**src/hdl/chte_pkg.sv**
```systemverilog
`default_nettype none
package chte_pkg;

	localparam int XY_SHIFT = 16;
	localparam int X_GUARD = 3;
	localparam int ANG_FRAC = 8;
	localparam int TAB_LEN = 20;
	localparam int ZW = 23;
	localparam int TH_W = 14;
	localparam int ANG_W = 16;

	localparam int CORDIC_STAGES_DEF = 14;
	localparam int SAMPLE_BITS_DEF = 12;

	localparam logic [ANG_W-1:0] FULL_TURN = 16'd36000;
	localparam logic [ANG_W-1:0] HALF_TURN = 16'd18000;
	localparam logic [ANG_W-1:0] QUARTER_TURN = 16'd9000;
	localparam logic [ANG_W-1:0] THREE_QUARTER_TURN = 16'd27000;

	localparam logic [2:0] DEADBAND_RESET = 3'd0;
	localparam logic [14:0] DEADBAND_DEF = 15'd2000;

	// register indexes on the configuration port
	typedef enum logic {
		REG_TARGET = 1'b0,
		REG_DEADBAND = 1'b1
	} reg_idx_t;

	// side-band flags that travel with each sample
	typedef struct packed {
		logic neg_a;
		logic neg_b;
		logic zero_a;
		logic zero_b;
	} meta_t;

	// atan(2^-i) in hundredths of a degree times 256
	function automatic logic signed [ZW-1:0] atan_val(input int idx);
		logic signed [ZW-1:0] v;
		case (idx)
			0: v = 23'sd1152000;
			1: v = 23'sd680065;
			2: v = 23'sd359328;
			3: v = 23'sd182400;
			4: v = 23'sd91554;
			5: v = 23'sd45822;
			6: v = 23'sd22916;
			7: v = 23'sd11459;
			8: v = 23'sd5730;
			9: v = 23'sd2865;
			10: v = 23'sd1432;
			11: v = 23'sd716;
			12: v = 23'sd358;
			13: v = 23'sd179;
			14: v = 23'sd90;
			15: v = 23'sd45;
			16: v = 23'sd22;
			17: v = 23'sd11;
			18: v = 23'sd6;
			19: v = 23'sd3;
			default: v = '0;
		endcase
		return v;
	endfunction

endpackage
`default_nettype wire

```
**src/hdl/chte_cordic_stage.sv**
```systemverilog
`default_nettype none
module chte_cordic_stage
	import chte_pkg::*;
#(
	parameter int XW = SAMPLE_BITS_DEF + XY_SHIFT + X_GUARD,
	parameter int IDX = 0
) (
	input  wire                 clk,
	input  wire                 arst_n,
	input  wire                 in_valid,
	output logic                in_ready,
	input  wire signed [XW-1:0] in_x,
	input  wire signed [XW-1:0] in_y,
	input  wire signed [ZW-1:0] in_z,
	input  meta_t               in_meta,
	output logic                out_valid,
	input  wire                 out_ready,
	output logic signed [XW-1:0] out_x,
	output logic signed [XW-1:0] out_y,
	output logic signed [ZW-1:0] out_z,
	output meta_t               out_meta
);

	localparam logic signed [ZW-1:0] ANG = atan_val(IDX);

	logic                 valid_s1;
	logic signed [XW-1:0] x_s1, y_s1;
	logic signed [ZW-1:0] z_s1;
	meta_t                meta_s1;
	logic signed [XW-1:0] dx, dy;

	// arithmetic shift is the floor of the division
	assign dx = in_y >>> IDX;
	assign dy = in_x >>> IDX;

	assign in_ready = !valid_s1 || out_ready;

	always_ff @(posedge clk or negedge arst_n) begin
		if (!arst_n) begin
			valid_s1 <= 1'b0;
		end else if (in_ready) begin
			valid_s1 <= in_valid;
		end
	end

	always_ff @(posedge clk) begin
		if (in_ready && in_valid) begin
			meta_s1 <= in_meta;
			if (!in_y[XW-1]) begin
				x_s1 <= in_x + dx;
				y_s1 <= in_y - dy;
				z_s1 <= in_z + ANG;
			end else begin
				x_s1 <= in_x - dx;
				y_s1 <= in_y + dy;
				z_s1 <= in_z - ANG;
			end
		end
	end

	assign out_valid = valid_s1;
	assign out_x = x_s1;
	assign out_y = y_s1;
	assign out_z = z_s1;
	assign out_meta = meta_s1;

endmodule
`default_nettype wire

```
**config.mk**
```make
export PLATFORM = sky130hd
export DESIGN_NAME = chte_cordic_stage
export DESIGN_NICKNAME = d
export VERILOG_FILES = /design/src/hdl/chte_pkg.sv /design/src/hdl/chte_cordic_stage.sv
export SDC_FILE = /design/constraint.sdc
export NUM_CORES = 1
export LEC_CHECK = 0
export ABC_AREA = 1
export ABC_CLOCK_PERIOD_IN_PS = 7400
export BUFFER_PORTS_ARGS = -buffer_cell sky130_fd_sc_hd__buf_2
export CORE_MARGIN = 2
export CORE_UTILIZATION = 40
export CTS_BUF_LIST = sky130_fd_sc_hd__clkbuf_8
export DETAILED_ROUTE_END_ITERATION = 10
export PLACE_DENSITY = 0.58
export SLEW_MARGIN = 10
export SYNTH_ARGS = -nofsm -noshare
export SYNTH_HDL_FRONTEND = slang
export SYNTH_SLANG_ARGS = --single-unit
export TNS_END_PERCENT = 10
```
**constraint.sdc**
```tcl
create_clock -name clk -period 7.4 [get_ports clk]
set_input_delay 0 -clock clk [delete_from_list [all_inputs] [get_ports clk]]
set_output_delay 0 -clock clk [all_outputs]
set_load 0.03 [all_outputs]
```
==> qor.yml <==
status: "finished clean"
layout.cells.non_filler: 2186
drive_gt1_frac: 0.140
p_int_mw: 1.01
cp_slowest_cell: "buf_4"
p_leak_nw: 6.84
globalplace.congestion: 0.906
hold_viol_final: 0
crit_chain: "a21oi_4 -> buf_4"
yosys_warnings: 0
clk_pin_slew_worst_paths_ns: 0.11
grt_pass1_wl_mm: 52.9
insertion_delay_ns: 0.40
grt_pass1_vias: 10231
cts_made_buffers: 9
cp_max_fo: 66
core_sq_um: 26100
finClkSkew_ns: 0.0142
finalSetupTns_ns: 0
place_ws_ns: 5.02
clkPwrFrac: 0.199
vias: 10774
ys_seq_area_frac: 0.252
synth_nets: 1873
finalSetupViolations: 0
fp.dieH_um: 167
syn-cell-area_sq_um: 10600
syn_avg_cell_area_sq_um: 6.35
initial_core_util: 0.406
hold_depth: 4
final_core_util: 0.465
startpoint_type: "flip-flop"
p_sw_mw: 0.824
post_cts_buffers: 0
synthArstFlopShare: 0.0112
cts_sinks: 89
cap_violations: 0
root_buffer: "clkbuf_8"
combPwrFrac: 0.455
firstDrtPassIters: 5
regArea_sq_um: 2670
drv_slew: 0
grt.overflow.total: 0
grt_max_degree: 67
p_per_area_nw_per_um2: 151
post-route-min-period_ns: 2.34
synth_edf_count: 88
final_cell_mix: "594 x nand2_1, 317 x inv_1, 183 x buf_2"
end_kind: "flip-flop"
max_slew_margin: 0.420
h-tree-depth: 3
rr_worst_depth: 2
synth-main-ff-cell: "edfxtp_1"
fill_cells: 2801
pwr-share-seq: 0.346
hp-start: "in_x[0]"
worstPathRequired_ns: 7.42
ant_nets: 0
fin_crit_sh: 0.316
synthCells: 1668
critPathMaxStageDelay_ns: 0.80
wl_per_cell_um: 15.3
hold_ws_ns: 0.0803
rsz0062_at_grt: "no"
dp.cells: 2149
multi_input_area_sq_um: 6460
area_growth_pct: 14.6
p_sw_frac: 0.449
std_cell_rows: 59
hp-class: "input port to flip-flop"
routed_wl_mm: 33.4
detailed_place_hpwl_mm: 27.8
grt.total_usage: 0.238
fin_ws_ns: 5.06
yosys_register_bits: 89
ctsResizeCount: 0
viasPerCell: 4.93
cts_tree: "built"
layout_commonest_cell: "nand2_1"
ir_drop_mv: 0.0880
antenna_cells: 0
drc: 0
synth_cell_type_count: 42
die_area_sq_um: 27800
cts_buffer_depth: 2
critical_path_class: "flip-flop to flip-flop"
grt_antenna_before_repair: 1
fmax_mhz: 428
cp.arrival_ns: 2.36
nNetsFinal: 2051
worstReg2RegStart: "out_valid$_DFFE_PN0N_"
fp.dieW_um: 167
crit_start: "out_valid$_DFFE_PN0N_"
portBuffers: 183
drtIter0Drc: 897
worst_pin_slew_ns: 0.868
pin_count: 184
[synth_stat cells (8+ instances only)]
master,instances,area share
o21bai_1,11,0.0078
nor2_1,83,0.029
ha_1,108,0.13
nand2_1,594,0.21
buf_4,14,0.0099
nor2_2,16,0.0095
nand3_1,163,0.077
a21oi_1,69,0.033
inv_2,8,0.0028
inv_1,317,0.11
nand4_1,25,0.015
buf_2,18,0.0085
o21ai_0,35,0.017
nand2_2,18,0.011
xor2_1,29,0.024
edfxtp_1,88,0.25
[stage by stage]
| stage | total power, mW | cell area, sq um |
|---|---|---|
| after floorplan | 1.23 | 10600 |
| after global placement | 1.46 | 11700 |
| after detailed placement | 1.47 | 11700 |
| after CTS | 1.84 | 12100 |
| after global routing | 1.96 | 12100 |
| final | 1.83 | 12100 |
[critical path: cells and delay by family (launching register included)]
family	cells	cell delay, ns
DFF	1	0.43
buffers and inverters	1	0.80
AOI/OAI and AO/OA	1	0.71
[registers in the layout (all words and copies together) (netlist names)]
name       flops
out_meta       4
out_valid      1
out_x         30
out_y         31
out_z         23
[power by group through the flow]
stage                     logic (mW)  registers, mW  clock network (mW)
after global placement         0.818          0.645                   0
after CTS                      0.831          0.635               0.373
after detailed placement       0.819          0.647                   0
after floorplan                0.488          0.744                   0
after global routing           0.930          0.639               0.389
final                          0.835          0.634               0.365
[final timing paths]
| kind | end | slack (ns) |
|---|---|---|
| setup / recovery | out_x[20]$_DFFE_PP_ | 5.06 |
| hold / removal | out_y[0]$_DFFE_PP_ | 0.08 |
| setup reg to reg | out_x[20]$_DFFE_PP_ | 5.06 |
| hold reg to reg | out_y[4]$_DFFE_PP_ | 0.85 |
| max in group asynchronous | out_valid$_DFFE_PN0N_ | 6.87 |
| min in group asynchronous | out_valid$_DFFE_PN0N_ | 0.43 |
[logic make-up (layout without fill, tap and decap cells)]
group / after synthesis / after routing / synth area share
simple gates: 922 / 922 / 0.371
buf+inv: 369 / 552 / 0.139
compound gates: 141 / 141 / 0.0739
fa+ha+maj: 112 / 112 / 0.135
flops: 89 / 89 / 0.252
xor+xnor: 33 / 33 / 0.0273
mux: 2 / 2 / 0.00189
[layer usage]
metal,vias up,track usage,part of all wire
met1,4873,0.342,0.49
met3,28,0.0204,0.057
met2,320,0.393,0.44
li1,5553,-,-
met5,-,0,0
met4,0,0.0487,0.014
[area by class of cell]
class / count / area share
multi-input combinational: 1210 / 0.533
sequential: 89 / 0.220
inverter: 329 / 0.102
timing repair buffer: 207 / 0.0947
tap: 335 / 0.0346
clock buffer: 9 / 0.0102
clock inverter: 7 / 0.00588
[what timing repair did]
item | 4_1_cts | 5_1_grt
hold endpoints to repair | 19 | 0
hold buffers | 21 | 0
setup endpoints to repair | 0 | 0
No activity file was read; power rests on OpenSTA's default activity.
