## src/hdl/chte_pkg.sv

```systemverilog
`default_nettype none
package chte_pkg;

	localparam int XY_SHIFT = 16;
	localparam int X_GUARD = 3;
	localparam int ANG_FRAC = 8;
	localparam int TAB_LEN = 20;
	localparam int ZW = 23;
	localparam int TH_W = 14;
	localparam int ANG_W = 16;

	localparam int CORDIC_STAGES_DEF = 14;
	localparam int SAMPLE_BITS_DEF = 12;

	localparam logic [ANG_W-1:0] FULL_TURN = 16'd36000;
	localparam logic [ANG_W-1:0] HALF_TURN = 16'd18000;
	localparam logic [ANG_W-1:0] QUARTER_TURN = 16'd9000;
	localparam logic [ANG_W-1:0] THREE_QUARTER_TURN = 16'd27000;

	localparam logic [2:0] DEADBAND_RESET = 3'd0;
	localparam logic [14:0] DEADBAND_DEF = 15'd2000;

	// register indexes on the configuration port
	typedef enum logic {
		REG_TARGET = 1'b0,
		REG_DEADBAND = 1'b1
	} reg_idx_t;

	// side-band flags that travel with each sample
	typedef struct packed {
		logic neg_a;
		logic neg_b;
		logic zero_a;
		logic zero_b;
	} meta_t;

	// atan(2^-i) in hundredths of a degree times 256
	function automatic logic signed [ZW-1:0] atan_val(input int idx);
		logic signed [ZW-1:0] v;
		case (idx)
			0: v = 23'sd1152000;
			1: v = 23'sd680065;
			2: v = 23'sd359328;
			3: v = 23'sd182400;
			4: v = 23'sd91554;
			5: v = 23'sd45822;
			6: v = 23'sd22916;
			7: v = 23'sd11459;
			8: v = 23'sd5730;
			9: v = 23'sd2865;
			10: v = 23'sd1432;
			11: v = 23'sd716;
			12: v = 23'sd358;
			13: v = 23'sd179;
			14: v = 23'sd90;
			15: v = 23'sd45;
			16: v = 23'sd22;
			17: v = 23'sd11;
			18: v = 23'sd6;
			19: v = 23'sd3;
			default: v = '0;
		endcase
		return v;
	endfunction

endpackage
`default_nettype wire

```

## src/hdl/chte_front.sv

```systemverilog
`default_nettype none
module chte_front
	import chte_pkg::*;
#(
	parameter int SAMPLE_BITS = SAMPLE_BITS_DEF
) (
	input  wire                          clk,
	input  wire                          arst_n,
	input  wire                          in_valid,
	output logic                         in_ready,
	input  wire signed [SAMPLE_BITS-1:0] comp_a,
	input  wire signed [SAMPLE_BITS-1:0] comp_b,
	output logic                         out_valid,
	input  wire                          out_ready,
	output logic [SAMPLE_BITS:0]         mag_a,
	output logic [SAMPLE_BITS:0]         mag_b,
	output meta_t                        meta
);

	logic                   valid_s1;
	logic [SAMPLE_BITS:0]   ma_s1, mb_s1;
	meta_t                  meta_s1;
	logic [SAMPLE_BITS:0]   na, nb;

	// negate one bit wider so the most negative sample folds to its magnitude
	assign na = comp_a[SAMPLE_BITS-1] ? -{comp_a[SAMPLE_BITS-1], comp_a}
		: {1'b0, comp_a};
	assign nb = comp_b[SAMPLE_BITS-1] ? -{comp_b[SAMPLE_BITS-1], comp_b}
		: {1'b0, comp_b};

	assign in_ready = !valid_s1 || out_ready;

	always_ff @(posedge clk or negedge arst_n) begin
		if (!arst_n) begin
			valid_s1 <= 1'b0;
		end else if (in_ready) begin
			valid_s1 <= in_valid;
		end
	end

	always_ff @(posedge clk) begin
		if (in_ready && in_valid) begin
			ma_s1 <= na;
			mb_s1 <= nb;
			meta_s1.neg_a <= comp_a[SAMPLE_BITS-1];
			meta_s1.neg_b <= comp_b[SAMPLE_BITS-1];
			meta_s1.zero_a <= (comp_a == '0);
			meta_s1.zero_b <= (comp_b == '0);
		end
	end

	assign out_valid = valid_s1;
	assign mag_a = ma_s1;
	assign mag_b = mb_s1;
	assign meta = meta_s1;

endmodule
`default_nettype wire

```

## config.mk

```make
export PLATFORM = sky130hd
export DESIGN_NAME = chte_front
export DESIGN_NICKNAME = d
export VERILOG_FILES = /design/src/hdl/chte_pkg.sv /design/src/hdl/chte_front.sv
export SDC_FILE = /design/constraint.sdc
export NUM_CORES = 1
export LEC_CHECK = 0
export ABC_CLOCK_PERIOD_IN_PS = 1700
export BUFFER_PORTS_ARGS = -buffer_cell sky130_fd_sc_hd__clkbuf_2
export CAP_MARGIN = 20
export CORE_UTILIZATION = 40
export DETAILED_ROUTE_END_ITERATION = 7
export PLACE_DENSITY = 0.72
export SLEW_MARGIN = 20
export SYNTH_ARGS = -nofsm -noshare
export SYNTH_HDL_FRONTEND = slang
export SYNTH_SLANG_ARGS = --single-unit
```

## constraint.sdc

```tcl
create_clock -name clk -period 1.7 [get_ports clk]
set_input_delay 0.17 -clock clk [delete_from_list [all_inputs] [get_ports clk]]
set_output_delay 0.17 -clock clk [all_outputs]
set_load 0.01 [all_outputs]
```

==> impl_results.md, run 1 <==
- Clock share of power: 0.246
- Worst path setup slack after routing: approximately 0.20 ns
- DR vias/cell: slightly below 5
- CP Launch Point: comp_a[1]
- IO Pins: 60
- Final setup vio count: 0
- CTS tree: done
- Initial Util: 0.419
- Clk_lat worst skew: approximately 0.32 ns
- Internal power: around 1200 uW
- Full die area: roughly 3800 sq um
- FILL cells: 310
- Period Utilization, post-route: 0.884
- Max-Cap Viols: 0
- Mux contribution to synthesized area: 0
- First-pass detailed-route iteration total: 4
- Worst setup EP type: flip-flop
- CP arrival: ~1.6 ns
- Outcome: finished, final reports clean
- CP Class: in2reg
- Largest net degree at the start of global routing: 31
- Total grt overflow: 0
- Synth-to-layout area growth: 34.9%
- Comb power frac: 0.166
- WHS Path Cells: 2
- Leak: slightly below 0.0008 uW
- TNS Setup: 0 ns
- Crit Reg-Reg Endpoint: mag_b[10]
- RSZ-0062 raised after global routing: false
- P per Cell Area: 818 nW/um^2
- Final core occ: 0.565
- Flop2flop setup slack: about 0.53 ns
- Mapped Area: roughly 1400 sq um
- First-pass GRT wire length: just over 4000 microns
- Synthesis Warnings: 0
- Switching Share: 0.244
- Pre-CTS WS: -0.155 ns
- DRC Markers: 0
- Hold Violations, Final: 0
- Most frequent cells in the layout: 59 x clkbuf_2, 30 x edfxtp_1, 18 x xnor2_1
- Layout cells sized above 1: 0.429
- Synth Area per Inst: between 10 and 15 sq um
- CTS Root Cell: clkbuf_4
- CTS Buf Count: 5
- Ant. Diodes: 0
- Iteration-0 DRC Markers: 32
- Horiz. Die Dim: a little over 60 microns
- Post_cts resized: 0
- HP Start: in_valid
- Sequential Power Share: 0.588
- Count of different cell masters after synthesis: 22
- H-tree Lvls: 2
- Synth Area in Adders: 0.0178
- Fin nets: 206
- Seq/Total Area, Yosys: 0.657
- Pins Over Slew Limit: 0
- Critical path fanouts, max: 4
- Simple-Gate Fraction of Synth Area: 0.105
- CORE AREA: 3360 sq um
- Register bit total from synthesis: 31
- Min Tclk post-route: between 1.5 and 2 ns
- Clock Skew: 0.00858 ns
- Maximum VDD drop: approximately 0.36 mV
- Vias: 1100
- Clk sinks: 31
- Worst r2r path cells: 3
- CTS clk-pin slew, worst paths: ~0.09 ns
- IO buf count: 59
- Initial antenna violation count: 0
- Max frequency: between 600 and 700 MHz
- Commonest non-fill, non-tap cell in the layout: clkbuf_2
- Row count: 21
- P_sw: 380 uW
- WHS Endpoint: out_valid
- Crit start category: primary input
- Post-route ant nets: 0
- Die Y: between 60 and 70 microns
- Xor/xnor share of the synthesized area: 0.112
- GRT Util Overall: 0.158
- Max Root-Sink Buffers: 2
- Gpl congestion: around 0.82
- Largest family of logic cells by synthesized area: XOR/XNOR gates
- Final WL: 2760 microns
- HP Class: in2reg
- Number of global-route vias before repair: between 1000 and 1500
- Final HPWL DP: around 2100 microns
- Reg-to-Reg Start: out_valid
- Compound-Gate Fraction of Synth Area: 0.0835
- Critical path data required time: about 1.8 ns
- Cell count after synthesis: between 100 and 150
- WL per Instance: approximately 12 microns
-- registers in the layout, indices dropped and copies added, names as in the netlist --
register	count
mag_b	13
mag_a	13
out_valid	1
meta	4
-- synth_stat cells, drive strengths merged --
library cell   n  area [sq um]
o41ai          4          35.0
nor4           1          6.26
conb           1          3.75
or4            4          30.0
nor3b          1          7.51
and2           2          12.5
o21ai          6          30.0
o31ai          7          52.6
buf            1          5.00
or4b           1          10.0
clkbuf         2          7.51
inv            5          18.8
xnor2         18           158
ha             2          25.0
nor3           2          10.0
dfrtp          1          25.0
and3           1          6.26
or3            3          18.8
nor2           1          3.75
nand2          3          11.3
nand2b         5          31.3
edfxtp        30           901
-- power by group through the flow --
stage               sequential [uW]  clock (uW)  combinational (uW)
floorplan                       960           0                93.7
global placement                931           0                 250
detailed placement              933           0                 259
CTS                             916         396                 261
global route                    922         427                 289
finish                          915         382                 259
-- layout make-up --
type,instances,area [sq um],area share
clock inverters,2,7.51,0.00395
inverters,5,18.8,0.00987
clock buffers,6,41.3,0.0217
repair buffers,70,393,0.207
flip-flops and latches,31,926,0.487
well taps,46,57.6,0.0303
multi-input cells,63,457,0.240
-- timing repair --
action,4_1_cts,5_1_grt
hold endpoints to repair,1,0
setup buffers,0,0
hold buffers,1,0
-- critical path: stages --
cell	delay, ns
clkbuf_2	0.09
inv_1	0.06
ha_1	0.16
or4b_2	0.65
o41ai_1	0.34
xnor2_1	0.10
-- stage by stage --
step | instances | total power (uW) | hold WS (ns) | area, sq um
after global placement | 214 | 1180 | -0.0552 | 1840
after CTS | 223 | 1570 | 0.0238 | 1900
after floorplan | 102 | 1050 | -0.126 | 1410
after detailed placement | 214 | 1190 | -0.0508 | 1840
final | 223 | 1560 | 0.0366 | 1900
after global routing | 223 | 1640 | 0.0357 | 1900
-- worst max path at each step --
| stage | endpoint | slack, ns |
|---|---|---|
| 2_1_floorplan | mag_a[8] | 0.05 |
| 3_3_place_gp | mag_a[8] | -0.09 |
| 3_5_place_dp | mag_a[8] | -0.15 |
| 4_1_cts | mag_a[8] | 0.20 |
| 5_1_grt | mag_a[8] | 0.13 |
| 6_report | mag_a[8] | 0.20 |
-- logic make-up after synthesis --
logic type,after synthesis
DFF,31
and+or+nand+nor,24
xor gates and xnor gates,18
AOI/OAI and AO/OA,17
buffers and inverters,8
adders and majority gates,2
other,1
-- routing by layer --
| metal | vias up | track usage | wire length [microns] |
|---|---|---|---|
| met2 | 51 | 0.298 | 1450 |
| met3 | 7 | 0.0693 | 250 |
| met4 | 0 | 0.0762 | 65 |
| li1 | 531 | - | - |
| met5 | - | 0 | 0 |
| met1 | 511 | 0.144 | 995 |
Note: power is estimated with default switching activity, not from simulation.
==> inputs of run 2 (changes only) <==
- CORE_MARGIN: default -> 3
==> impl_results.md, run 2 (synthesis gave the netlist of run 1 again) <==
- CTS tree: done
- CTS Buf Count: 5 (unchanged)
- CP Class: in2reg
- Outcome: finished, final reports clean
- CP arrival: 1.61 ns (+0.03 ns)
- Commonest non-fill, non-tap cell in the layout: clkbuf_2
- Final core occ: 0.583 (+0.0181)
- Full die area: 4270 sq um (+13%)
- Pre-CTS WS: -0.185 ns (-0.0299 ns)
- Leak: 0.000762 uW (-2.2%)
- Total grt overflow: 0 (unchanged)
- Worst path setup slack after routing: 0.151 ns (-0.0465 ns)
- Post_cts resized: 0 (unchanged)
- Most Used Layer, Global Route: met2
- Final WL: 2820 microns (+2.2%)
- CORE AREA: 3200 sq um (-4.8%)
- IO Pins: 60 (unchanged)
- Setup Fix Bufs, Post-CTS: 0 (unchanged)
- DRC Markers: 0 (unchanged)
- Layout cells sized above 1: 0.424 (-0.00496)
- IO buf count: 59 (unchanged)
- RSZ-0062 raised after global routing: false
- Synth-to-layout area growth: 32.6%
- DR vias/cell: 5.02 (+1.7%)
- Met3 Use GR: 0.0615 (-0.00779)
- Critical path fanouts, max: 4 (unchanged)
- Post-DP Area: 1820 sq um (-1.4%)
- Crit start category: primary input
- Min Tclk post-route: 1.55 ns (+0.0465 ns)
- Final Cell Area: 1870 sq um (-1.7%)
- Hold Violations, Final: 0 (unchanged)
- Clock Skew: 0.00362 ns (-0.00495 ns)
- Pins Over Slew Limit: 0 (unchanged)
- Post-route ant nets: 0 (unchanged)
- Most frequent cells in the layout: 59 x clkbuf_2, 30 x edfxtp_1, 18 x xnor2_1
- WHS Path Cells: 1 (-1)
- P per Cell Area: 813 nW/um^2 (-0.60%)
- Clk_lat worst skew: 0.31 ns (about the same)
- Gpl congestion: 0.805 (-2.2%)
- Ant. Diodes: 0 (unchanged)
- Initial Util: 0.440 (+0.0209)
- WL per Instance: 13.1 microns (+5.5%)
- Max frequency: 646 MHz (-3.0%)
- Row count: 20 (-4.8%)
- Fin nets: 203 (-1.5%)
- Number of global-route vias before repair: 1080 (+3.8%)
- H-tree Lvls: 2 (unchanged)
- Max-Cap Viols: 0 (unchanged)
- GR Layer Usage met1: 0.129 (-0.0145)
- Period Utilization, post-route: 0.911 (+0.0273)
- Vias: 1084 (-1.5%)
- Horiz. Die Dim: 65.3 microns (+6.5%)
- Final setup vio count: 0 (unchanged)
- Post-cts hold buffer count: 1 (unchanged)
- GRT Util Overall: 0.149 (-0.00928)
- CTS Root Cell: clkbuf_4
- Total chip power: 1520 uW (-2.3%)
- HP Class: in2reg
- Iteration-0 DRC Markers: 60 (+88%)
- Worst setup EP type: flip-flop
- CTS clk-pin slew, worst paths: 0.08 ns (about the same)
- Maximum VDD drop: 0.419 mV (+18%)
- Max Root-Sink Buffers: 2 (unchanged)
- Final HPWL DP: 2300 microns (+7.1%)
- Largest net degree at the start of global routing: 31 (unchanged)
- Initial antenna violation count: 0 (unchanged)
- Met2 usage: 0.291 (-0.00737)
- Worst r2r path cells: 3 (unchanged)
- First-pass GRT wire length: 4620 microns (+12%)
- Critical path data required time: 1.76 ns (-0.02 ns)
- Clk sinks: 31 (unchanged)
- Die Y: 65.3 microns (+6.5%)
- First-pass detailed-route iteration total: 4 (unchanged)
## run 2: cell type report
class | instances | area (sq um)
Multi-Input combinational cell | 63 | 457
Clock buffer | 6 | 41.3
Inverter | 5 | 18.8
Tap cell | 44 | 55.1
Fill cell | 294 | 1340
Sequential cell | 31 | 926
Timing Repair Buffer | 67 | 370
## run 2: final timing paths
kind	start	to	slack (ns)
max	comp_a[1]	mag_a[8]	0.15
min	comp_b[0]	mag_b[0]	0.06
max reg2reg	out_valid	mag_b[5]	0.54
min reg2reg	out_valid	out_valid	0.54
max in group asynchronous	arst_n	out_valid	1.45
min in group asynchronous	arst_n	out_valid	0.17
## run 2: worst max-delay path, stage by stage
cell	delay, ns
clkbuf_2	0.09
inv_1	0.06
ha_1	0.16
or4b_2	0.66
o41ai_1	0.35
xnor2_1	0.12
## run 2: metal layers
metal  vias to the layer above  share of wire
li1                        527              -
met3                         8          0.085
met4                         0          0.023
met1                       501           0.34
met5                         -              0
met2                        48           0.56
## run 2: report_power, final
group	switching, uW	internal [uW]	leakage (uW)	total (uW)
combinational	137	116	0.000439	253
clock	205	147	0.0000242	351
sequential	12.6	902	0.000299	915
## run 2: through the flow
| step | std cells | hold WS, ns | TNS (ns) |
|---|---|---|---|
| after floorplan | 102 | -0.126 | 0 |
| after global placement | 209 | -0.0555 | -0.157 |
| after detailed placement | 209 | -0.0510 | -0.354 |
| after CTS | 216 | 0.0492 | 0 |
| after global routing | 216 | 0.0447 | 0 |
| final | 216 | 0.0641 | 0 |
