`config.mk`:
```
export PLATFORM = sky130hd
export DESIGN_NAME = chte_back
export DESIGN_NICKNAME = d
export VERILOG_FILES = /design/src/hdl/chte_pkg.sv /design/src/hdl/chte_back.sv
export SDC_FILE = /design/constraint.sdc
export NUM_CORES = 1
export LEC_CHECK = 0
export BUFFER_PORTS_ARGS = -buffer_cell sky130_fd_sc_hd__buf_2
export CORE_MARGIN = 8
export CORE_UTILIZATION = 50
export CTS_CLUSTER_SIZE = 24
export DETAILED_ROUTE_END_ITERATION = 8
export PLACE_DENSITY_LB_ADDON = 0.05
export SLEW_MARGIN = 20
export SYNTH_ARGS = -nofsm -noshare
export SYNTH_HDL_FRONTEND = slang
export SYNTH_SLANG_ARGS = --single-unit
export TNS_END_PERCENT = 100
```
`constraint.sdc`:
```
create_clock -name clk -period 3.37 [get_ports clk]
set_input_delay 0.1685 -clock clk [delete_from_list [all_inputs] [get_ports clk]]
set_output_delay 0.1685 -clock clk [all_outputs]
set_load 0.01 [all_outputs]
```
`src/hdl/chte_pkg.sv`:
```
`default_nettype none
package chte_pkg;

	localparam int XY_SHIFT = 16;
	localparam int X_GUARD = 3;
	localparam int ANG_FRAC = 8;
	localparam int TAB_LEN = 20;
	localparam int ZW = 23;
	localparam int TH_W = 14;
	localparam int ANG_W = 16;

	localparam int CORDIC_STAGES_DEF = 14;
	localparam int SAMPLE_BITS_DEF = 12;

	localparam logic [ANG_W-1:0] FULL_TURN = 16'd36000;
	localparam logic [ANG_W-1:0] HALF_TURN = 16'd18000;
	localparam logic [ANG_W-1:0] QUARTER_TURN = 16'd9000;
	localparam logic [ANG_W-1:0] THREE_QUARTER_TURN = 16'd27000;

	localparam logic [2:0] DEADBAND_RESET = 3'd0;
	localparam logic [14:0] DEADBAND_DEF = 15'd2000;

	// register indexes on the configuration port
	typedef enum logic {
		REG_TARGET = 1'b0,
		REG_DEADBAND = 1'b1
	} reg_idx_t;

	// side-band flags that travel with each sample
	typedef struct packed {
		logic neg_a;
		logic neg_b;
		logic zero_a;
		logic zero_b;
	} meta_t;

	// atan(2^-i) in hundredths of a degree times 256
	function automatic logic signed [ZW-1:0] atan_val(input int idx);
		logic signed [ZW-1:0] v;
		case (idx)
			0: v = 23'sd1152000;
			1: v = 23'sd680065;
			2: v = 23'sd359328;
			3: v = 23'sd182400;
			4: v = 23'sd91554;
			5: v = 23'sd45822;
			6: v = 23'sd22916;
			7: v = 23'sd11459;
			8: v = 23'sd5730;
			9: v = 23'sd2865;
			10: v = 23'sd1432;
			11: v = 23'sd716;
			12: v = 23'sd358;
			13: v = 23'sd179;
			14: v = 23'sd90;
			15: v = 23'sd45;
			16: v = 23'sd22;
			17: v = 23'sd11;
			18: v = 23'sd6;
			19: v = 23'sd3;
			default: v = '0;
		endcase
		return v;
	endfunction

endpackage
`default_nettype wire

```
`src/hdl/chte_back.sv`:
```
`default_nettype none
module chte_back
	import chte_pkg::*;
(
	input  wire                    clk,
	input  wire                    arst_n,
	input  wire                    in_valid,
	output logic                   in_ready,
	input  wire signed [ZW-1:0]    in_z,
	input  meta_t                  in_meta,
	input  wire [ANG_W-1:0]        target,
	input  wire [14:0]             deadband,
	output logic                   out_valid,
	input  wire                    out_ready,
	output logic [ANG_W-1:0]       heading,
	output logic [ANG_W-1:0]       reverse_heading,
	output logic signed [ANG_W-1:0] turn_error,
	output logic signed [ANG_W-1:0] turn_quantized
);

	logic v1, v2, v3, v4;
	logic r1, r2, r3, r4;

	// stage 1: round and clamp the first quadrant angle
	logic [TH_W-1:0]      th_s1;
	meta_t                meta_s1;
	logic signed [ZW-1:0] zr;
	logic [TH_W-1:0]      th_c;

	// stage 2: place in quadrant
	logic [ANG_W-1:0] h_s2;
	logic [ANG_W:0]   h_raw;
	logic [ANG_W:0]   th_x;

	// stage 3: reverse heading and wrapped error
	logic [ANG_W-1:0]        h_s3, rev_s3;
	logic signed [ANG_W-1:0] err_s3;
	logic signed [ANG_W+1:0] diff;
	logic signed [ANG_W+1:0] diff_w;
	logic [ANG_W:0]          rev_raw;

	// stage 4: deadband
	logic [ANG_W-1:0]        h_s4, rev_s4;
	logic signed [ANG_W-1:0] err_s4, q_s4;
	logic [ANG_W-1:0]        mag;

	assign r4 = !v4 || out_ready;
	assign r3 = !v3 || r4;
	assign r2 = !v2 || r3;
	assign r1 = !v1 || r2;
	assign in_ready = r1;

	always_ff @(posedge clk or negedge arst_n) begin
		if (!arst_n) begin
			v1 <= 1'b0;
			v2 <= 1'b0;
			v3 <= 1'b0;
			v4 <= 1'b0;
		end else begin
			if (r1) v1 <= in_valid;
			if (r2) v2 <= v1;
			if (r3) v3 <= v2;
			if (r4) v4 <= v3;
		end
	end

	assign zr = (in_z + ZW'(1 << (ANG_FRAC - 1))) >>> ANG_FRAC;

	always_comb begin
		if (zr[ZW-1] || in_meta.zero_b) begin
			th_c = '0;
		end else if (zr > $signed({{(ZW-ANG_W){1'b0}}, QUARTER_TURN})) begin
			th_c = TH_W'(QUARTER_TURN);
		end else begin
			th_c = zr[TH_W-1:0];
		end
	end

	always_ff @(posedge clk) begin
		if (r1 && in_valid) begin
			th_s1 <= th_c;
			meta_s1 <= in_meta;
		end
	end

	assign th_x = {{(ANG_W+1-TH_W){1'b0}}, th_s1};

	always_comb begin
		if (meta_s1.zero_a && meta_s1.zero_b) begin
			h_raw = '0;
		end else if (meta_s1.zero_a) begin
			h_raw = meta_s1.neg_b ? {1'b0, THREE_QUARTER_TURN} : {1'b0, QUARTER_TURN};
		end else if (!meta_s1.neg_a) begin
			h_raw = meta_s1.neg_b ? {1'b0, FULL_TURN} - th_x : th_x;
		end else begin
			h_raw = meta_s1.neg_b ? {1'b0, HALF_TURN} + th_x : {1'b0, HALF_TURN} - th_x;
		end
	end

	always_ff @(posedge clk) begin
		if (r2 && v1) begin
			h_s2 <= (h_raw >= {1'b0, FULL_TURN}) ? ANG_W'(h_raw - {1'b0, FULL_TURN})
				: h_raw[ANG_W-1:0];
		end
	end

	assign diff = $signed({2'b00, h_s2}) - $signed({2'b00, target});
	assign rev_raw = {1'b0, h_s2} + {1'b0, HALF_TURN};

	always_comb begin
		if (diff > $signed({2'b00, HALF_TURN})) begin
			diff_w = diff - $signed({2'b00, FULL_TURN});
		end else if (diff < -$signed({2'b00, HALF_TURN})) begin
			diff_w = diff + $signed({2'b00, FULL_TURN});
		end else begin
			diff_w = diff;
		end
	end

	always_ff @(posedge clk) begin
		if (r3 && v2) begin
			h_s3 <= h_s2;
			rev_s3 <= (rev_raw >= {1'b0, FULL_TURN}) ? ANG_W'(rev_raw - {1'b0, FULL_TURN})
				: rev_raw[ANG_W-1:0];
			err_s3 <= diff_w[ANG_W-1:0];
		end
	end

	assign mag = err_s3[ANG_W-1] ? ANG_W'(-err_s3) : ANG_W'(err_s3);

	always_ff @(posedge clk) begin
		if (r4 && v3) begin
			h_s4 <= h_s3;
			rev_s4 <= rev_s3;
			err_s4 <= err_s3;
			q_s4 <= (mag < {1'b0, deadband}) ? '0 : err_s3;
		end
	end

	assign out_valid = v4;
	assign heading = h_s4;
	assign reverse_heading = rev_s4;
	assign turn_error = err_s4;
	assign turn_quantized = q_s4;

endmodule
`default_nettype wire

```
==> qor.csv, run 1 <==
stage,metric,value,unit
sta,FMAX,0.294,GHz
grt,global-route wire length before repair,34.3,mm
power,total power,7.41,mW
logic_synthesis,ys flop type,edfxtp_1,
critical_path,crit path launch,h_s2[1],
sta,Final Max Tran Viols,0,
critical_path,Crit-path slowest cell,edfxtp_1,
critical_path,r2r setup slk,-0.03,ns
final_layout,Storage cell area,0.00424,mm²
critical_path,Startpoint Class,register,
cts,Max clock buf depth,2,
sta,measured slew at the worst slew-check pin,1.03,ns
floorplan,Core ar.,0.0172,mm²
critical_path,CP Data Arrival Time,3.56,ns
cts,CTS root buf,clkbuf_16,
cts,CTS H-Tree Depth,4,
grt,vias in the first global route,6929,
route,Final ANT Viol Nets,0,
grt,Overall Global Routing Usage,19.4,%
critical_path,element type at the critical path end,register,
final_layout,ant diodes,0,
outcome,run status,"finished, violations left",
floorplan,initial core utilization,50.7,%
logic_synthesis,post-synthesis cell type count,75,
critical_path,Crit Path Category,reg -> reg,
cts,clock sink count,142,
logic_synthesis,Yosys warnings,0,
placement,Buffers on Ports,120,
sta,final setup vio count,1,
final_layout,Non-Filler Instances,1283,
placement,Post-Place Cells,1231,
critical_path,r2r startpoint,h_s2[1],
floorplan,FP Rows,48,
route,vias,7167,
logic_synthesis,post-synthesis cell area,0.00872,mm²
grt,largest net degree at the start of global routing,61,
critical_path,Reg-to-Reg End,err_s3[14],
placement,pre-CTS setup slack,-0.146,ns
sta,period utilization,101,%
sta,Hold WS,0.0827,ns
route,DR pass1 iterations,5,
power,Pleak,4.52,nW
flow_run,number of max-cap violations,0,
placement,gpl congestion,0.866,
cts,CTS tree,built,
grt,total congestion overflow,0,
critical_path,"Critical Path, Cell by Cell",ha_1 > nor2b_1 > o31a_1 > o21a_1 > or3_4 > nand2_2 > inv_2 > ha_4 > nor2_4 > nand3_2 > a311o_1 > o211ai_1 > buf_4 > o22ai_2 > xor2_1,
floorplan,Die X,148,µm
route,drt total wl,22.0,mm
floorplan,die height,148,µm
route,starting DRC count in detailed routing,363,
critical_path,Worst Reg-to-Reg Cells,15,
placement,dpl hpwl,16.3,mm
sta,RSZ-0062 raised after global routing,yes,
sta,Final Hold Viols,0,
critical_path,CP required,3.53,ns
final_layout,share of layout cells above drive strength 1,30.4,%
critical_path,Slowest Stage Delay on Critical Path,0.40,ns
final_layout,Synth-to-Final Area Change,27.8,%
logic_synthesis,Yosys reg bits,142,
sta,Worst slew margin,31.1,%
cts,cts bufs inserted,17,
sta,Setup TNS,-0.0262,ns
route,WL/cell,17.1,µm
power,VDD IR-drop max,0.000433,V
logic_synthesis,post-synthesis sequential area ratio,48.7,%
cts,Worst-path clk slew,0.06,ns
worst_hold_path,Hold Path Class,in -> async,
logic_synthesis,Synth Instances,834,
final_layout,fill count,1367,
logic_synthesis,"EDFF count, synth",138,
final_layout,Nets,1153,
sta,final worst-path setup slack,-0.0262,ns
logic_synthesis,Mean Syn Cell Area,10.5,µm²
sta,Final min period,3.40,ns
route,# DRC,0,
grt,number of antenna violations at the first check in global routing,0,
logic_synthesis,syn nets,942,
final_layout,footprint of the multi-input gates,0.00447,mm²
sta,Layout Skew,0.00862,ns
cts,Clock Latency Late Sink,0.42,ns
logic_synthesis,Synth async-reset ratio,2.82,%
critical_path,critical path peak fanout,6,
power,power per cell area,665,mW/mm²
floorplan,die area,0.0219,mm²
route,routed vias/inst,5.59,
floorplan,Ports,128,
outcome,failing checks,negative setup slack,
==> metal layers <==
layer  GRT usage (%)  vias up  routed length (µm)
met3            4.25       27                1090
met5               0        -                   0
met1            21.6     3464                8800
li1                -     3509                   -
met4            5.05        0                 345
met2            36.6      167               11800
==> cells in the final DEF, fill, tap and decap left out, types with 21 or more instances in the layout <==
master,Yosys,routed
a21oi_1,44,38
inv_1,57,54
xnor2_1,44,44
ha_1,45,41
buf_2,4,121
nor2_1,63,60
buf_4,5,95
nand2_1,59,55
xor2_1,28,26
o21ai_0,38,34
and2_1,24,23
nand3_1,22,21
edfxtp_1,138,138
==> worst max-delay path: cells and delay by family (launching register included) <==
family | cells | cell delay (ns)
simple gates | 5 | 0.81
fa+ha+maj | 2 | 0.46
xor+xnor | 1 | 0.19
compound gates | 5 | 1.00
flops | 1 | 0.40
buf+inv | 2 | 0.26
==> cells by family (layout without fill, tap and decap cells) <==
family / after synthesis / after routing / share of synthesized area, %
AO/OA/AOI/OAI: 202 / 202 / 16.2
flip-flops: 142 / 142 / 48.7
buffers and inverters: 89 / 313 / 4.19
XOR/XNOR: 72 / 72 / 7.24
multiplexers: 6 / 6 / 0.703
AND/OR/NAND/NOR: 277 / 277 / 16.3
adder cells (fa/ha/maj): 46 / 46 / 6.69
==> sequential cells by signal, indices dropped and copies added (netlist names) <==
| name | count |
|---|---|
| th_s1 | 14 |
| turn_error | 16 |
| h_s3 | 16 |
| reverse_heading | 12 |
| turn_quantized | 16 |
| h_s2 | 16 |
| out_valid | 1 |
| v1 | 1 |
| meta_s1 | 4 |
| rev_s3 | 12 |
| heading | 16 |
| v2 | 1 |
| v3 | 1 |
| err_s3 | 16 |
==> worst max-delay path by stage <==
stage | slack (ns) | depth (start not counted) | to
floorplan | 0.005 | 15 | err_s3[14]
global placement | -0.01 | 14 | err_s3[14]
detailed placement | -0.15 | 14 | err_s3[14]
CTS | -0.02 | 15 | err_s3[14]
global route | -0.14 | 13 | err_s3[14]
finish | -0.03 | 15 | err_s3[14]
==> where the power goes <==
group	leakage [nW]	internal [mW]	total, mW	switching, mW
logic	2.88	1.38	2.98	1.60
clock network	0.248	0.931	1.68	0.744
registers	1.40	2.54	2.76	0.218
==> layout make-up <==
type / instances / area share (%)
timing repair buffer: 224 / 12.7
clock inverter: 15 / 0.876
multi-input combinational: 603 / 40.1
tap: 225 / 2.53
sequential: 142 / 38.1
clock buffer: 17 / 3.82
inverter: 57 / 1.92
==> synthesized netlist by cell type, drive strengths merged, types with 4 or more instances <==
master   number  share of area [%]
edfxtp      138                 48
nor2         63                2.7
nand2        59                2.5
inv          57                2.5
ha           45                6.5
a21oi        44                2.5
xnor2        44                4.4
o21ai        39                2.2
xor2         28                2.8
and2         24                1.7
nand3        22                1.3
clkbuf       21               0.90
nor3         21                1.2
nand2b       18                1.3
a21o         16                1.4
o22ai        12               0.86
a31oi        11               0.79
buf          11               0.83
nor2b        11               0.88
o31ai        10               0.86
or3          10               0.72
nor4          9               0.65
or2           9               0.65
o211ai        8               0.75
o21a          8               0.69
nand4         7               0.50
nor3b         7               0.60
o41ai         7                1.0
and3          5               0.36
mux2i         5               0.57
a41oi         4               0.40
dfrtp         4                1.1
o2111ai       4               0.40
==> metrics by stage <==
stage               utilization, %  cell area, µm²
finish                        64.9           11100
global route                  64.9           11100
CTS                           62.6           10800
detailed placement            58.8           10100
global placement              58.8           10100
floorplan                        -            8720
==> repair_timing <==
action                                  in CTS  in global routing
endpoints found under the setup margin      14                 36
setup buffers                                3                  9
hold endpoints to repair                     9                  0
cloned                                       1                  1
pin swaps                                    4                 21
hold buffers                                 6                  0
gates resized for setup                     10                 64
Note: power is estimated with default switching activity, not from simulation.
==> run 2, diff against run 1 <==
--- a/config.mk
+++ b/config.mk
@@ -6,11 +6,13 @@
 export NUM_CORES = 1
 export LEC_CHECK = 0
 export BUFFER_PORTS_ARGS = -buffer_cell sky130_fd_sc_hd__buf_2
+export CAP_MARGIN = 20
 export CORE_MARGIN = 8
 export CORE_UTILIZATION = 50
 export CTS_CLUSTER_SIZE = 24
 export DETAILED_ROUTE_END_ITERATION = 8
 export PLACE_DENSITY_LB_ADDON = 0.05
+export SETUP_SLACK_MARGIN = 0.2
 export SLEW_MARGIN = 20
 export SYNTH_ARGS = -nofsm -noshare
 export SYNTH_HDL_FRONTEND = slang
==> qor.csv, run 2 (synthesized netlist as in run 1, its figures left out) <==
stage,metric,value,unit,change
route,drt total wl,22.4,mm,+1.8%
final_layout,share of layout cells above drive strength 1,35.5,%,+5.1 points
route,starting DRC count in detailed routing,434,,+20%
cts,Worst-path clk slew,0.06,ns,about the same
final_layout,fill count,1353,,-1.0%
final_layout,most frequent cells in the layout,"edfxtp_1 (138), buf_2 (120), buf_4 (109)",,
cts,Max clock buf depth,2,,unchanged
power,VDD IR-drop max,0.000440,V,+1.5%
sta,Final Max Tran Viols,0,,unchanged
route,Final ANT Viol Nets,0,,unchanged
sta,final worst-path setup slack,0.0265,ns,+0.0527 ns
final_layout,Synth-to-Final Area Change,32.0,%,
cts,cts bufs inserted,17,,unchanged
placement,pre-CTS setup slack,-0.0867,ns,+0.0595 ns
grt,global-route wire length before repair,35.0,mm,+2.3%
critical_path,CP required,3.54,ns,about the same
grt,number of antenna violations at the first check in global routing,0,,unchanged
cts,Clock Latency Late Sink,0.42,ns,about the same
placement,gpl congestion,0.885,,+2.3%
worst_hold_path,Hold Path Class,in -> async,,
floorplan,die height,148,µm,unchanged
final_layout,"commonest non-fill, non-tap cell in the layout",edfxtp_1,,
cts,CTS root buf,clkbuf_16,,
sta,measured slew at the worst slew-check pin,1.07,ns,+0.0399 ns
critical_path,CP Data Arrival Time,3.51,ns,-0.05 ns
sta,Worst slew margin,28.4,%,-2.7 points
critical_path,element type at the critical path end,register,,
grt,Overall Global Routing Usage,19.8,%,+0.31 points
outcome,run status,"finished, final reports clean",,
placement,Placed Instance Area,0.0102,mm²,+1.0%
floorplan,die area,0.0219,mm²,unchanged
floorplan,Die X,148,µm,unchanged
grt,total congestion overflow,0,,unchanged
floorplan,Ports,128,,unchanged
route,DR pass1 iterations,5,,unchanged
route,# DRC,0,,unchanged
sta,RSZ-0062 raised after global routing,yes,,
final_layout,Nets,1168,,+1.3%
sta,period utilization,99.2,%,-1.6 points
sta,FMAX,0.299,GHz,+1.6%
sta,Final min period,3.34,ns,-0.0527 ns
grt,largest net degree at the start of global routing,61,,unchanged
cts,CTS H-Tree Depth,4,,unchanged
sta,Layout Skew,0.0106,ns,+0.00194 ns
floorplan,FP Rows,48,,unchanged
flow_run,number of max-cap violations,0,,unchanged
cts,CTS tree,built,,
final_layout,"Core Util, Final",67.0,%,+2.1 points
route,routed vias/inst,5.64,,+0.93%
final_layout,Finished Cell Area,0.0115,mm²,+3.3%
route,WL/cell,17.2,µm,+0.62%
route,vias,7318,,+2.1%
power,power per cell area,679,mW/mm²,+2.0%
grt,vias in the first global route,7298,,+5.3%
placement,Buffers on Ports,120,,unchanged
critical_path,Crit Path Category,reg -> reg,,
sta,Final Hold Viols,0,,unchanged
sta,final setup vio count,0,,-1
floorplan,Core ar.,0.0172,mm²,unchanged
final_layout,ant diodes,0,,unchanged
critical_path,Startpoint Class,register,,
critical_path,critical path peak fanout,6,,unchanged
floorplan,initial core utilization,50.7,%,unchanged
power,Pleak,4.70,nW,+4.0%
placement,dpl hpwl,16.5,mm,+0.70%
sta,Hold WS,0.0810,ns,-0.00172 ns
cts,clock sink count,142,,unchanged
-- run 2: cell type report --
cell class              instances  area [µm²]  area share, %
flip-flops and latches        142        4240           36.9
inverters                      57         216           1.88
well taps                     225         282           2.45
clock inverters                15         128           1.11
repair buffers                239        1520           13.2
multi-input cells             603        4690           40.7
clock buffers                  17         425           3.70
-- run 2: routing by layer --
layer	wire, µm	vias to the layer above	GRT usage [%]
met5	0	-	0
met4	460	0	7.50
met3	1120	37	3.79
met2	11900	215	36.2
met1	8940	3524	22.2
li1	-	3542	-
-- run 2: power breakdown --
part | internal (mW) | switching (mW) | leakage, nW
registers | 2.54 | 0.224 | 1.40
logic | 1.57 | 1.73 | 3.04
clock network | 0.962 | 0.784 | 0.261
total | 5.07 | 2.74 | 4.70
-- run 2: metrics by stage --
stage / setup TNS, ns / total power, mW / cells
finish: 0 / 7.81 / 1298
global route: -2.18 / 8.24 / 1298
detailed placement: -0.295 / 5.54 / 1235
floorplan: 0 / 4.55 / 834
CTS: 0 / 7.53 / 1287
global placement: -0.0521 / 5.45 / 1235
-- run 2: critical path, cell delays in order, from the launching register on --
cell and delay (ns):
edfxtp_1 0.44, ha_1 0.34, o21a_1 0.13, o31a_1 0.24, o211ai_1 0.13, buf_4 0.17
o2111ai_1 0.17, nor3b_1 0.26, buf_4 0.19, nand2_1 0.08, a311o_1 0.32, o211ai_1 0.14
buf_4 0.22, o22ai_1 0.11, xnor2_1 0.15
-- run 2: final timing paths --
kind	slack [ns]	cells after the start	endpoint	startpoint
setup / recovery	0.03	14	err_s3[10]	h_s2[3]
hold / removal	0.08	2	out_valid	arst_n
setup reg to reg	0.03	14	err_s3[10]	h_s2[3]
hold reg to reg	0.42	0	reverse_heading[13]	rev_s3[13]
max in group asynchronous	3.17	2	v1	arst_n
min in group clk	0.12	4	v2	out_ready
-- run 2: repair_timing --
action                                 in CTS  in global routing
setup buffers                              12                 10
gates resized for setup                    50                 71
setup endpoints to repair                  35                 49
gates cloned                                2                  1
pin swaps                                  32                 52
endpoints found under the hold margin       9                  0
hold buffers                                6                  0
==> run 3, diff against run 2 <==
--- a/config.mk
+++ b/config.mk
@@ -5,6 +5,7 @@
 export SDC_FILE = /design/constraint.sdc
 export NUM_CORES = 1
 export LEC_CHECK = 0
+export ABC_AREA = 1
 export BUFFER_PORTS_ARGS = -buffer_cell sky130_fd_sc_hd__buf_2
 export CAP_MARGIN = 20
 export CORE_MARGIN = 8
==> qor.csv, run 3 <==
stage,metric,value,unit,change
outcome,run status,"finished, final reports clean",,
logic_synthesis,Post-Synth XOR/XNOR Area,5.41,%,-1.8 points
logic_synthesis,"EDFF count, synth",138,,unchanged
logic_synthesis,Yosys reg bits,142,,unchanged
grt,total congestion overflow,0,,unchanged
placement,pre-CTS setup slack,-0.0240,ns,+0.0627 ns
grt,number of antenna violations at the first check in global routing,2,,+2
critical_path,Slowest Stage Delay on Critical Path,0.43,ns,about the same
critical_path,Worst Reg-to-Reg Cells,20,,+6
route,# DRC,0,,unchanged
final_layout,Finished Cell Area,0.0114,mm²,-1.0%
placement,Buffers on Ports,120,,unchanged
critical_path,critical path peak fanout,6,,unchanged
sta,RSZ-0062 raised after global routing,yes,,
critical_path,Startpoint Class,register,,
route,starting DRC count in detailed routing,497,,+15%
logic_synthesis,post-synthesis cell type count,39,,-48%
final_layout,Synth-to-Final Area Change,21.3,%,
floorplan,initial core utilization,50.5,%,-0.22 points
floorplan,Core ar.,0.0186,mm²,+8.2%
cts,Worst-path clk slew,0.06,ns,about the same
cts,CTS root buf,clkbuf_16,,
logic_synthesis,post-synthesis compound-gate area fraction,5.73,%,-10 points
floorplan,Ports,128,,unchanged
route,Final ANT Viol Nets,0,,unchanged
logic_synthesis,Synth Instances,1190,,+43%
grt,vias in the first global route,7643,,+4.7%
floorplan,FP Rows,50,,+4.2%
sta,period utilization,96.1,%,-3.1 points
sta,final worst-path setup slack,0.132,ns,+0.105 ns
critical_path,Crit-path slowest cell,edfxtp_1,,
final_layout,Non-Filler Instances,1603,,+23%
grt,largest net degree at the start of global routing,45,,-26%
route,WL/cell,14.4,µm,-17%
critical_path,element type at the critical path end,register,,
critical_path,"most used cell, CP",nor2_1,,
logic_synthesis,ys flop type,edfxtp_1,,
cts,Clock Latency Late Sink,0.42,ns,about the same
sta,Worst slew margin,37.7,%,+9.3 points
worst_hold_path,hold depth,4,,
final_layout,"commonest non-fill, non-tap cell in the layout",nand2_1,,
critical_path,CP top delay family,simple AND/OR/NAND/NOR gates,,
grt,Overall Global Routing Usage,19.3,%,-0.43 points
grt,global-route wire length before repair,36.9,mm,+5.4%
logic_synthesis,Yosys warnings,0,,unchanged
sta,Final Max Tran Viols,0,,unchanged
logic_synthesis,mux contribution to synthesized area,0,%,-0.70 points
final_layout,share of layout cells above drive strength 1,18.2,%,-17 points
route,drt total wl,23.1,mm,+3.1%
worst_hold_path,Hold Path Class,in -> reg,,
flow_run,number of max-cap violations,0,,unchanged
sta,final setup vio count,0,,unchanged
logic_synthesis,"count leader, synth",nand2_1,,
sta,Final Hold Viols,0,,unchanged
logic_synthesis,commonest cells in the netlist,"nand2_1 (323), inv_1 (185), edfxtp_1 (138), nor2_1 (130), nand3_1 (128)",,
cts,clock sink count,142,,unchanged
critical_path,CP required,3.55,ns,about the same
sta,Setup TNS,0,ns,unchanged
sta,FMAX,0.309,GHz,+3.2%
power,Pleak,5.55,nW,+18%
logic_synthesis,Synth Area in Simple Gates,28.5,%,+12 points
route,routed vias/inst,5.05,,-10%
critical_path,Critical path buffers and inverters,3,,unchanged
placement,Post-Place Cells,1551,,+26%
sta,measured slew at the worst slew-check pin,0.932,ns,-0.142 ns
logic_synthesis,Synth async-reset ratio,2.82,%,unchanged
floorplan,die height,153,µm,+3.4%
cts,CTS H-Tree Depth,4,,unchanged
logic_synthesis,post-synthesis cell area,0.00939,mm²,+7.7%
logic_synthesis,Area contributors post-synth,"edfxtp_1 (44%), nand2_1 (13%), inv_1 (7.4%)",,
power,power per cell area,653,mW/mm²,-3.8%
cts,Max clock buf depth,2,,unchanged
critical_path,Crit Path Category,reg -> reg,,
sta,Layout Skew,0.0153,ns,+0.00475 ns
logic_synthesis,post-synthesis sequential area ratio,45.2,%,-3.5 points
final_layout,ant diodes,0,,unchanged
logic_synthesis,Post-Synth Adder-Cell Area,6.21,%,-0.48 points
critical_path,"Critical Path, Cell by Cell",nor3_2 > nand2_1 > nor2_1 > inv_1 > nor3_2 > nand3_2 > nor3_4 > nor2_1 > xor2_1 > ha_1 > nand2_1 > nor2_1 > a211oi_1 > o21ai_1 > nand3_1 > nand2_2 > a221oi_4 > buf_6 > clkbuf_16 > nor2_1,,
final_layout,Nets,1464,,+25%
logic_synthesis,Yosys top cell area share,44.1,%,-3.4 points
placement,gpl congestion,0.985,,+11%
cts,cts bufs inserted,17,,unchanged
floorplan,Die X,153,µm,+3.4%
final_layout,most frequent cells in the layout,"nand2_1 (315), inv_1 (180), edfxtp_1 (138)",,
placement,dpl hpwl,17.9,mm,+8.6%
critical_path,CP Data Arrival Time,3.41,ns,-0.10 ns
logic_synthesis,syn nets,1298,,+38%
sta,Final min period,3.24,ns,-0.105 ns
cts,CTS tree,built,,
logic_synthesis,Mean Syn Cell Area,7.89,µm²,-25%
logic_synthesis,dominant cell type by area after synthesis,edfxtp_1,,
floorplan,die area,0.0234,mm²,+6.9%
placement,Placed Instance Area,0.0104,mm²,+2.0%
critical_path,Crit path depth,20,,+6
power,VDD IR-drop max,0.000339,V,-23%
logic_synthesis,combinational family with the most area after synthesis,simple AND/OR/NAND/NOR gates,,
route,vias,8099,,+11%
route,DR pass1 iterations,5,,unchanged
-- run 3: kinds of logic (layout without fill, tap and decap cells) --
| family | after synthesis | in the layout |
|---|---|---|
| AND/OR/NAND/NOR | 634 | 634 |
| buffers and inverters | 211 | 390 |
| flip-flops | 142 | 142 |
| AO/OA/AOI/OAI | 102 | 102 |
| XOR/XNOR | 55 | 55 |
| adder cells (fa/ha/maj) | 46 | 46 |
-- run 3: worst paths after layout --
path	from	to	slack, ns
setup / recovery	err_s3[1]	turn_quantized[9]	0.13
hold / removal	out_ready	out_valid	0.05
setup reg to reg	err_s3[1]	turn_quantized[9]	0.13
hold reg to reg	rev_s3[13]	reverse_heading[13]	0.42
max in group asynchronous	arst_n	v3	3.17
min in group asynchronous	arst_n	out_valid	0.08
-- run 3: worst min-delay path, delay by kind of cell --
kind | cells | cell delay (ns)
AND/OR/NAND/NOR | 2 | 0.11
buffers and inverters | 2 | 0.14
-- run 3: final cells by class --
type | instances | area (µm²)
clock buffer | 19 | 433
timing repair buffer | 167 | 1010
multi-input combinational | 837 | 4540
fill | 1644 | 7190
inverter | 191 | 717
sequential | 142 | 4240
clock inverter | 13 | 163
tap | 234 | 293
-- run 3: per-stage QoR --
stage	util, %	hold WS, ns	power (mW)
5_1_grt	61.3	0.0694	7.93
6_report	61.3	0.0516	7.44
2_1_floorplan	-	-0.127	4.53
4_1_cts	59.7	0.0452	7.26
3_5_place_dp	56.1	-0.0214	5.32
3_3_place_gp	56.1	-0.0222	5.26
-- run 3: layer usage --
layer	vias up	routed length, µm	track usage (%)
met5	-	23	0
li1	4212	-	-
met2	212	11900	35.3
met3	22	1150	4.43
met1	3649	9660	22.1
met4	4	306	5.70
-- run 3: repair_timing --
item                                    in CTS  in global routing
buffers inserted                             0                 13
hold endpoints to repair                     9                  0
pin swaps                                    2                 10
gates resized for setup                      9                 43
hold buffers                                 6                  0
cloned                                       0                  1
endpoints found under the setup margin      16                 48
-- run 3: power breakdown --
| part | total (mW) | leakage, nW | internal (mW) | switching [mW] |
|---|---|---|---|---|
| Clock | 1.90 | 0.286 | 1.17 | 0.735 |
| Sequential | 2.67 | 1.40 | 2.47 | 0.204 |
| Combinational | 2.86 | 3.86 | 1.13 | 1.73 |
| Total | 7.44 | 5.55 | 4.77 | 2.67 |
